==> src/rtl/bprt_pkg.sv <==
package bprt_pkg;

    // event selector carried on s_tuser
    localparam logic [1:0] FUNC_BPDU     = 2'd0;
    localparam logic [1:0] FUNC_TICK     = 2'd1;
    localparam logic [1:0] FUNC_TC_START = 2'd2;

    // bpdu type codes
    localparam logic [7:0] TYPE_CONF    = 8'h00;
    localparam logic [7:0] TYPE_RCONF   = 8'h02;
    localparam logic [7:0] TYPE_TCNOTIF = 8'h80;

    // length limits in bytes
    localparam logic [10:0] MAX_FRAME  = 11'd1500;
    localparam logic [10:0] LEN_COMMON = 11'd4;
    localparam logic [10:0] LEN_CONF   = 11'd35;
    localparam logic [10:0] LEN_RCONF  = 11'd36;

    // hello clamp in seconds and train length
    localparam logic [7:0] HELLO_MIN = 8'd1;
    localparam logic [7:0] HELLO_MAX = 8'd10;
    localparam logic [2:0] TC_LIMIT  = 3'd5;

    // classified work for the back end
    typedef logic [2:0] kind_t;
    localparam kind_t KIND_NOP      = 3'd0;
    localparam kind_t KIND_WARN     = 3'd1;
    localparam kind_t KIND_ROOT     = 3'd2;
    localparam kind_t KIND_TICK     = 3'd3;
    localparam kind_t KIND_TC_START = 3'd4;

    typedef struct packed {
        kind_t       kind;
        logic        flag_tc;
        logic [63:0] rid;
        logic [4:0]  hold;
    } tc_item_t;

    // result bits as placed on m_tdata
    typedef struct packed {
        logic tc_active;
        logic send_tc;
        logic inhibit;
        logic root_accepted;
        logic status;
    } tc_result_t;

    // queue status seen by the two ends
    typedef struct packed {
        logic full;
        logic valid;
    } q_stat_t;

endpackage

==> src/rtl/bprt_front.sv <==
module bprt_front (
    input  logic [1:0]         func,
    input  logic [10:0]        frame_length,
    input  logic [15:0]        protocol_id,
    input  logic [7:0]         bpdu_type,
    input  logic [7:0]         bpdu_flags,
    input  logic [63:0]        root_identifier,
    input  logic [15:0]        message_age,
    input  logic [15:0]        max_age,
    input  logic [15:0]        hello_time,
    output bprt_pkg::tc_item_t item
);
    import bprt_pkg::*;

    logic [10:0] len_sat;
    logic [7:0]  secs_raw;
    logic [4:0]  secs;
    kind_t       bpdu_kind;

    // saturate the frame length
    assign len_sat = (frame_length > MAX_FRAME) ? MAX_FRAME : frame_length;

    // hold time in ticks: three times the clamped hello seconds
    assign secs_raw = hello_time[15:8];
    always_comb begin
        if (secs_raw < HELLO_MIN) begin
            secs = 5'(HELLO_MIN);
        end else if (secs_raw > HELLO_MAX) begin
            secs = 5'(HELLO_MAX);
        end else begin
            secs = secs_raw[4:0];
        end
    end

    // bpdu sanity checks
    always_comb begin
        bpdu_kind = KIND_NOP;
        if (len_sat < LEN_COMMON) begin
            bpdu_kind = KIND_WARN;
        end else if (protocol_id != 16'd0) begin
            bpdu_kind = KIND_NOP;
        end else begin
            unique case (bpdu_type)
                TYPE_CONF: begin
                    if (len_sat < LEN_CONF || message_age >= max_age) begin
                        bpdu_kind = KIND_WARN;
                    end else begin
                        bpdu_kind = KIND_ROOT;
                    end
                end
                TYPE_RCONF: begin
                    bpdu_kind = (len_sat < LEN_RCONF) ? KIND_WARN : KIND_ROOT;
                end
                TYPE_TCNOTIF: bpdu_kind = KIND_NOP;
                default:      bpdu_kind = KIND_WARN;
            endcase
        end
    end

    // event classification
    always_comb begin
        item.flag_tc = bpdu_flags[0];
        item.rid     = root_identifier;
        item.hold    = 5'((secs << 1) + secs);
        unique case (func)
            FUNC_BPDU:     item.kind = bpdu_kind;
            FUNC_TICK:     item.kind = KIND_TICK;
            FUNC_TC_START: item.kind = KIND_TC_START;
            default:       item.kind = KIND_NOP;
        endcase
    end

endmodule

==> src/rtl/bprt_queue.sv <==
module bprt_queue #(
    parameter int DEPTH = 4
) (
    input  logic                aclk,
    input  logic                aresetn,
    input  logic                push,
    input  bprt_pkg::tc_item_t  push_item,
    input  logic                pop,
    output bprt_pkg::tc_item_t  head_item,
    output bprt_pkg::q_stat_t   stat
);
    import bprt_pkg::*;

    // DEPTH must be a power of two, at least two; the queue itself does not enforce it
    localparam int PTR_W = $clog2(DEPTH);
    localparam int CNT_W = $clog2(DEPTH + 1);

    tc_item_t           mem [DEPTH];
    logic [PTR_W-1:0]   wr_ptr_reg, wr_ptr_next;
    logic [PTR_W-1:0]   rd_ptr_reg, rd_ptr_next;
    logic [CNT_W-1:0]   count_reg,  count_next;

    // pointer and fill count update
    always_comb begin
        wr_ptr_next = wr_ptr_reg;
        rd_ptr_next = rd_ptr_reg;
        count_next  = count_reg;
        if (push) begin
            wr_ptr_next = PTR_W'(wr_ptr_reg + 1'b1);
        end
        if (pop) begin
            rd_ptr_next = PTR_W'(rd_ptr_reg + 1'b1);
        end
        if (push && !pop) begin
            count_next = CNT_W'(count_reg + 1'b1);
        end else if (pop && !push) begin
            count_next = CNT_W'(count_reg - 1'b1);
        end
    end

    always_ff @(posedge aclk) begin
        if (!aresetn) begin
            wr_ptr_reg <= '0;
            rd_ptr_reg <= '0;
            count_reg  <= '0;
        end else begin
            wr_ptr_reg <= wr_ptr_next;
            rd_ptr_reg <= rd_ptr_next;
            count_reg  <= count_next;
        end
    end

    // entry storage
    always_ff @(posedge aclk) begin
        if (push) begin
            mem[wr_ptr_reg] <= push_item;
        end
    end

    assign head_item  = mem[rd_ptr_reg];
    assign stat.valid = (count_reg != '0);
    assign stat.full  = (count_reg == CNT_W'(DEPTH));

endmodule

==> src/rtl/bprt_back.sv <==
module bprt_back (
    input  logic               aclk,
    input  logic               aresetn,
    input  bprt_pkg::q_stat_t  q_stat,
    input  bprt_pkg::tc_item_t item,
    output logic               pop,
    output logic               m_tvalid,
    input  logic               m_tready,
    output logic [7:0]         m_tdata   // status, root_accepted, inhibit, send_tc, tc_active
);
    import bprt_pkg::*;

    logic [63:0] root_id_reg,      root_id_next;
    logic        root_held_reg,    root_held_next;
    logic [4:0]  hold_ticks_reg,   hold_ticks_next;
    logic        hold_expired_reg, hold_expired_next;
    logic [2:0]  tc_cnt_reg,       tc_cnt_next;
    logic        tc_armed_reg,     tc_armed_next;
    logic        out_valid_reg,    out_valid_next;
    tc_result_t  out_reg,          out_next;
    tc_result_t  res;
    logic [2:0]  cnt_inc;

    // take the head item whenever the output stage is free or draining
    assign pop = q_stat.valid && (!out_valid_reg || m_tready);

    // execute one item against the tracker state
    always_comb begin
        root_id_next      = root_id_reg;
        root_held_next    = root_held_reg;
        hold_ticks_next   = hold_ticks_reg;
        hold_expired_next = hold_expired_reg;
        tc_cnt_next       = tc_cnt_reg;
        tc_armed_next     = tc_armed_reg;
        res               = '0;
        cnt_inc           = 3'(tc_cnt_reg + 1'b1);
        unique case (item.kind)
            KIND_NOP: begin
            end
            KIND_WARN: begin
                res.status = 1'b1;
            end
            KIND_ROOT: begin
                if (!root_held_reg || hold_expired_reg || item.rid <= root_id_reg) begin
                    hold_ticks_next   = item.hold;
                    hold_expired_next = 1'b0;
                    root_held_next    = 1'b1;
                    root_id_next      = item.rid;
                    res.root_accepted = 1'b1;
                    res.inhibit       = (item.rid != root_id_reg);
                    if (item.flag_tc && tc_cnt_reg != 3'd0) begin
                        tc_armed_next = 1'b0;
                        tc_cnt_next   = 3'd0;
                    end
                end
            end
            KIND_TICK: begin
                if (hold_ticks_reg != 5'd0) begin
                    hold_ticks_next = 5'(hold_ticks_reg - 1'b1);
                end else if (root_held_reg) begin
                    hold_expired_next = 1'b1;
                end
                if (tc_armed_reg) begin
                    res.send_tc = 1'b1;
                    if (cnt_inc > TC_LIMIT) begin
                        tc_armed_next = 1'b0;
                        tc_cnt_next   = 3'd0;
                    end else begin
                        tc_cnt_next = cnt_inc;
                    end
                end
            end
            KIND_TC_START: begin
                tc_cnt_next   = 3'd1;
                tc_armed_next = 1'b1;
            end
            default: begin
            end
        endcase
        res.tc_active = tc_armed_next;
    end

    // output register
    always_comb begin
        out_valid_next = out_valid_reg;
        out_next       = out_reg;
        if (pop) begin
            out_valid_next = 1'b1;
            out_next       = res;
        end else if (m_tready) begin
            out_valid_next = 1'b0;
        end
    end

    always_ff @(posedge aclk) begin
        if (!aresetn) begin
            root_id_reg      <= '0;
            root_held_reg    <= 1'b0;
            hold_ticks_reg   <= '0;
            hold_expired_reg <= 1'b0;
            tc_cnt_reg       <= '0;
            tc_armed_reg     <= 1'b0;
            out_valid_reg    <= 1'b0;
        end else begin
            out_valid_reg <= out_valid_next;
            if (pop) begin
                root_id_reg      <= root_id_next;
                root_held_reg    <= root_held_next;
                hold_ticks_reg   <= hold_ticks_next;
                hold_expired_reg <= hold_expired_next;
                tc_cnt_reg       <= tc_cnt_next;
                tc_armed_reg     <= tc_armed_next;
            end
        end
    end

    always_ff @(posedge aclk) begin
        out_reg <= out_next;
    end

    assign m_tvalid = out_valid_reg;
    assign m_tdata  = {3'b000, out_reg};

`ifndef SYNTHESIS
    // a running train always has a nonzero count, a stopped one a zero count
    a_train_count: assert property (@(posedge aclk) disable iff (!aresetn)
        tc_armed_reg == (tc_cnt_reg != 3'd0))
        else $error("train flag and count disagree");

    a_train_limit: assert property (@(posedge aclk) disable iff (!aresetn)
        tc_cnt_reg <= TC_LIMIT)
        else $error("train count beyond limit");

    a_hold_range: assert property (@(posedge aclk) disable iff (!aresetn)
        hold_ticks_reg <= 5'd30)
        else $error("hold time beyond three times the hello clamp");

    // inhibit only accompanies an accepted root
    a_inhibit_root: assert property (@(posedge aclk) disable iff (!aresetn)
        m_tvalid && m_tdata[2] |-> m_tdata[1])
        else $error("inhibit without accepted root");

    // a stalled result is not overwritten
    a_out_hold: assert property (@(posedge aclk) disable iff (!aresetn)
        m_tvalid && !m_tready |=> m_tvalid && $stable(m_tdata))
        else $error("result changed while stalled");
`endif

endmodule

==> src/rtl/bpdu_root_tracker_tc_notify_unit.sv <==
// path: an accepted transfer is written to the queue, then executed by the back end into the register driving m_tvalid
// throughput: one item per cycle while the output register is empty or m_tready is high; state updates on the pop
// s_tready drops only when the decoupling queue (QUEUE_DEPTH entries) is full
// reset: synchronous active-low aresetn clears the root, hold, train state and queue
module bpdu_root_tracker_tc_notify_unit #(
    parameter int QUEUE_DEPTH = 4
) (
    input  logic         aclk,
    input  logic         aresetn,
    input  logic         s_tvalid,
    output logic         s_tready,
    // frame_length, protocol_id, bpdu_type, bpdu_flags, root_identifier,
    // message_age, max_age, hello_time, zero fill
    input  logic [159:0] s_tdata,
    input  logic [1:0]   s_tuser,   // func
    output logic         m_tvalid,
    input  logic         m_tready,
    output logic [7:0]   m_tdata    // status, root_accepted, inhibit, send_tc, tc_active
);
    import bprt_pkg::*;

    tc_item_t front_item;
    tc_item_t head_item;
    q_stat_t  q_stat;
    logic     push;
    logic     pop;

    assign s_tready = !q_stat.full;
    assign push     = s_tvalid && s_tready;

    // classify the incoming event
    bprt_front u_front (
        .func            (s_tuser),
        .frame_length    (s_tdata[10:0]),
        .protocol_id     (s_tdata[26:11]),
        .bpdu_type       (s_tdata[34:27]),
        .bpdu_flags      (s_tdata[42:35]),
        .root_identifier (s_tdata[106:43]),
        .message_age     (s_tdata[122:107]),
        .max_age         (s_tdata[138:123]),
        .hello_time      (s_tdata[154:139]),
        .item            (front_item)
    );

    // decoupling queue
    bprt_queue #(
        .DEPTH (QUEUE_DEPTH)
    ) u_queue (
        .aclk      (aclk),
        .aresetn   (aresetn),
        .push      (push),
        .push_item (front_item),
        .pop       (pop),
        .head_item (head_item),
        .stat      (q_stat)
    );

    // tracker state and result register
    bprt_back u_back (
        .aclk     (aclk),
        .aresetn  (aresetn),
        .q_stat   (q_stat),
        .item     (head_item),
        .pop      (pop),
        .m_tvalid (m_tvalid),
        .m_tready (m_tready),
        .m_tdata  (m_tdata)
    );

endmodule
==> config.mk <==
export PLATFORM = sky130hd
export DESIGN_NAME = bpdu_root_tracker_tc_notify_unit
export DESIGN_NICKNAME = d
export VERILOG_FILES = /design/src/rtl/bprt_pkg.sv /design/src/rtl/bprt_front.sv /design/src/rtl/bprt_queue.sv /design/src/rtl/bprt_back.sv /design/src/rtl/bpdu_root_tracker_tc_notify_unit.sv
export SDC_FILE = /design/constraint.sdc
export NUM_CORES = 1
export LEC_CHECK = 0
export ABC_AREA = 1
export BUFFER_PORTS_ARGS = -buffer_cell sky130_fd_sc_hd__buf_2
export CAP_MARGIN = 40
export CORE_MARGIN = 8
export CORE_UTILIZATION = 55
export CTS_BUF_LIST = sky130_fd_sc_hd__clkbuf_4
export DETAILED_ROUTE_END_ITERATION = 8
export PLACE_DENSITY = 0.72
export SLEW_MARGIN = 25
export SYNTH_ARGS = -nofsm -noshare
export SYNTH_HDL_FRONTEND = slang
export SYNTH_SLANG_ARGS = --single-unit
==> constraint.sdc <==
create_clock -name aclk -period 8.4 [get_ports aclk]
set_input_delay 0.84 -clock aclk [delete_from_list [all_inputs] [get_ports aclk]]
set_output_delay 0.84 -clock aclk [all_outputs]
set_load 0.03 [all_outputs]
==> results.cfg <==
[final_layout]
largest_reg_flops = 292
area_delta_synth_final_pct = 13.8
stdcell_count = 2279
final_layout_size_suffix_gt1_frac = 0.234
final_core_util = 0.634
final_area_um2 = 19900
fin_nets = 2056

[die]
start_util = 0.557
fp.dieH_um = 194
ios = 176
core_area_um2 = 31400
die_w_um = 194
rows = 65
dieArea_um2 = 37700

[status]
status = complete, no violations

[place]
io_buffers = 152
dp.cells = 2098
place_area_um2 = 18600
hpwlAfterDp_mm = 23.5
dp_slack_ps = 3480
gp_congestion = 0.792

[global_route]
grt_pass1_wl_mm = 61.7
grt.overflow.total = 0
grt_max_degree = 86
gr-usage-all-layers = 0.199
antenna_found_initial = 4
grt_pass1_vias = 12585

[setup_path]
cp-end-kind = register
cp_max_fo = 80
required_ps = 9040
critPathArrivalTime_ps = 5540
worstSetupStartpointType = register
critPathKind = register to register
r2r_cells = 17

[logic_synthesis]
synthArstFlopShare = 0
ys.flop_type = edfxtp_1
synthCells = 1598
ys_seq_elements = 382
seq_area_frac_synth = 0.608
syn-cell-area_um2 = 17500
synth_top_area_share = 0.510
synth_cell_types = 50
ys_warn_count = 0
avgSynthCellArea_um2 = 10.9
yosys-top-cells-area = edfxtp_1 (51%), dfxtp_1 (9.7%), ha_1 (6.7%)
yosysTopAreaCell = edfxtp_1
synth-edff-count = 297
yosysMostFrequentCell = edfxtp_1
synthTopCellsByCount = edfxtp_1 (297), nand2_1 (234), nor2_1 (195), o21ai_0 (164), inv_1 (132)

[timing]
relSlewSlack = 0.449
worst_pin_slew_ps = 826
final-hold-violation-count = 0
fin_crit_ps = 4900
maxSlewViolCount = 0
finalHoldWorstSlack_ps = 328
fin_crit_sh = 0.584
fin_tns_setup_ps = 0
layout_setup_ws_ps = 3500
setup_viol = 0
rsz0062_at_grt = no
worst_clock_skew_ps = 45.5
clock.fmax_mhz = 204

[detailed_routing]
avgRoutedWirePerCell_um = 16.5
drc_errors = 0
ant_nets = 0
drtIter0Drc = 741
vias = 12096
drt-total-wl_mm = 37.6
drt-pass1-iter-count = 5
via_per_inst = 5.31

[cts]
root_buffer = clkbuf_4
cts_buffers = 95
cts_tree = built
ctsHoldBuffers = 0
path_clk_slew_ps = 70
clk_latency_ps = 730
postCtsResizedCells = 0
cts.sinks = 382
htreeDepth = 3
cts_setup_buffers = 0
cts_max_path_buffers = 3

[pwr]
power_density_nw_per_um2 = 316
max-vdd-ir-drop_v = 0.000142
power_mw = 6.29
cellLeakagePower_nw = 7.43

[min_path]
hold_depth = 1
holdCritPathClass = input port to register

[flow_run]
drv_cap = 0
-- power breakdown --
part	leakage (nW)	switching [mW]	internal [mW]	total [mW]
registers	3.41	0.127	2.31	2.43
logic	3.26	1.50	0.781	2.28
clock network	0.754	0.732	0.847	1.58
-- critical path, cell delays in order (launching register included) --
cell	delay, ps
dfxtp_4	360
buf_4	560
buf_4	780
o21ai_0	200
o22ai_1	300
ha_1	200
nand2_1	80
nor2_2	180
nand2_1	90
nor4_2	260
nand2_1	110
nor2_1	180
nor2_1	100
nand2_2	120
nand3_4	360
inv_6	590
nand2_1	160
a21oi_2	160
-- layout by cell type (no fill, tap or decap), drive strengths merged, types with 68 or more instances in the layout --
master  instances
edfxtp        297
nand2         277
nor2          198
buf           171
o21ai         166
clkbuf        144
inv           139
a21oi         123
ha             93
dfxtp          85
o22ai          68
-- metal layers --
metal,up-vias,share of wire,wire length [µm],global-route usage
met3,65,0.049,1840,0.0437
met5,-,0.00053,20,0
met2,281,0.50,18900,0.355
met1,5723,0.43,16000,0.234
li1,6023,-,-,-
met4,4,0.021,778,0.0716
-- path summary, 6_finish.rpt --
path / start / end / slack, ps
setup / recovery: register / u_back.root_id_reg[23]$_SDFFE_PN0P_ / 3500
hold / removal: s_tdata[51] / u_queue.mem[3][13]$_DFFE_PP_ / 330
setup reg to reg: register / u_back.root_id_reg[23]$_SDFFE_PN0P_ / 3500
hold reg to reg: u_queue.rd_ptr_reg[1]$_SDFFE_PN0P_ / register / 470
-- cells by family after synthesis --
family | synth area share
flops | 0.608
compound gates | 0.124
simple gates | 0.140
xor+xnor | 0.00351
other cells | 0.000215
fa+ha+maj | 0.0689
buf+inv | 0.0554
-- layout make-up --
type	instances	area, µm²
Multi-Input combinational cell	1004	5920
Clock buffer	143	1070
Sequential cell	382	10600
Clock inverter	34	205
Inverter	140	534
Antenna cell	2	5.00
Timing Repair Buffer	172	1020
Tap cell	402	503
Fill cell	2515	11500
(Power assumes the default switching activity.)
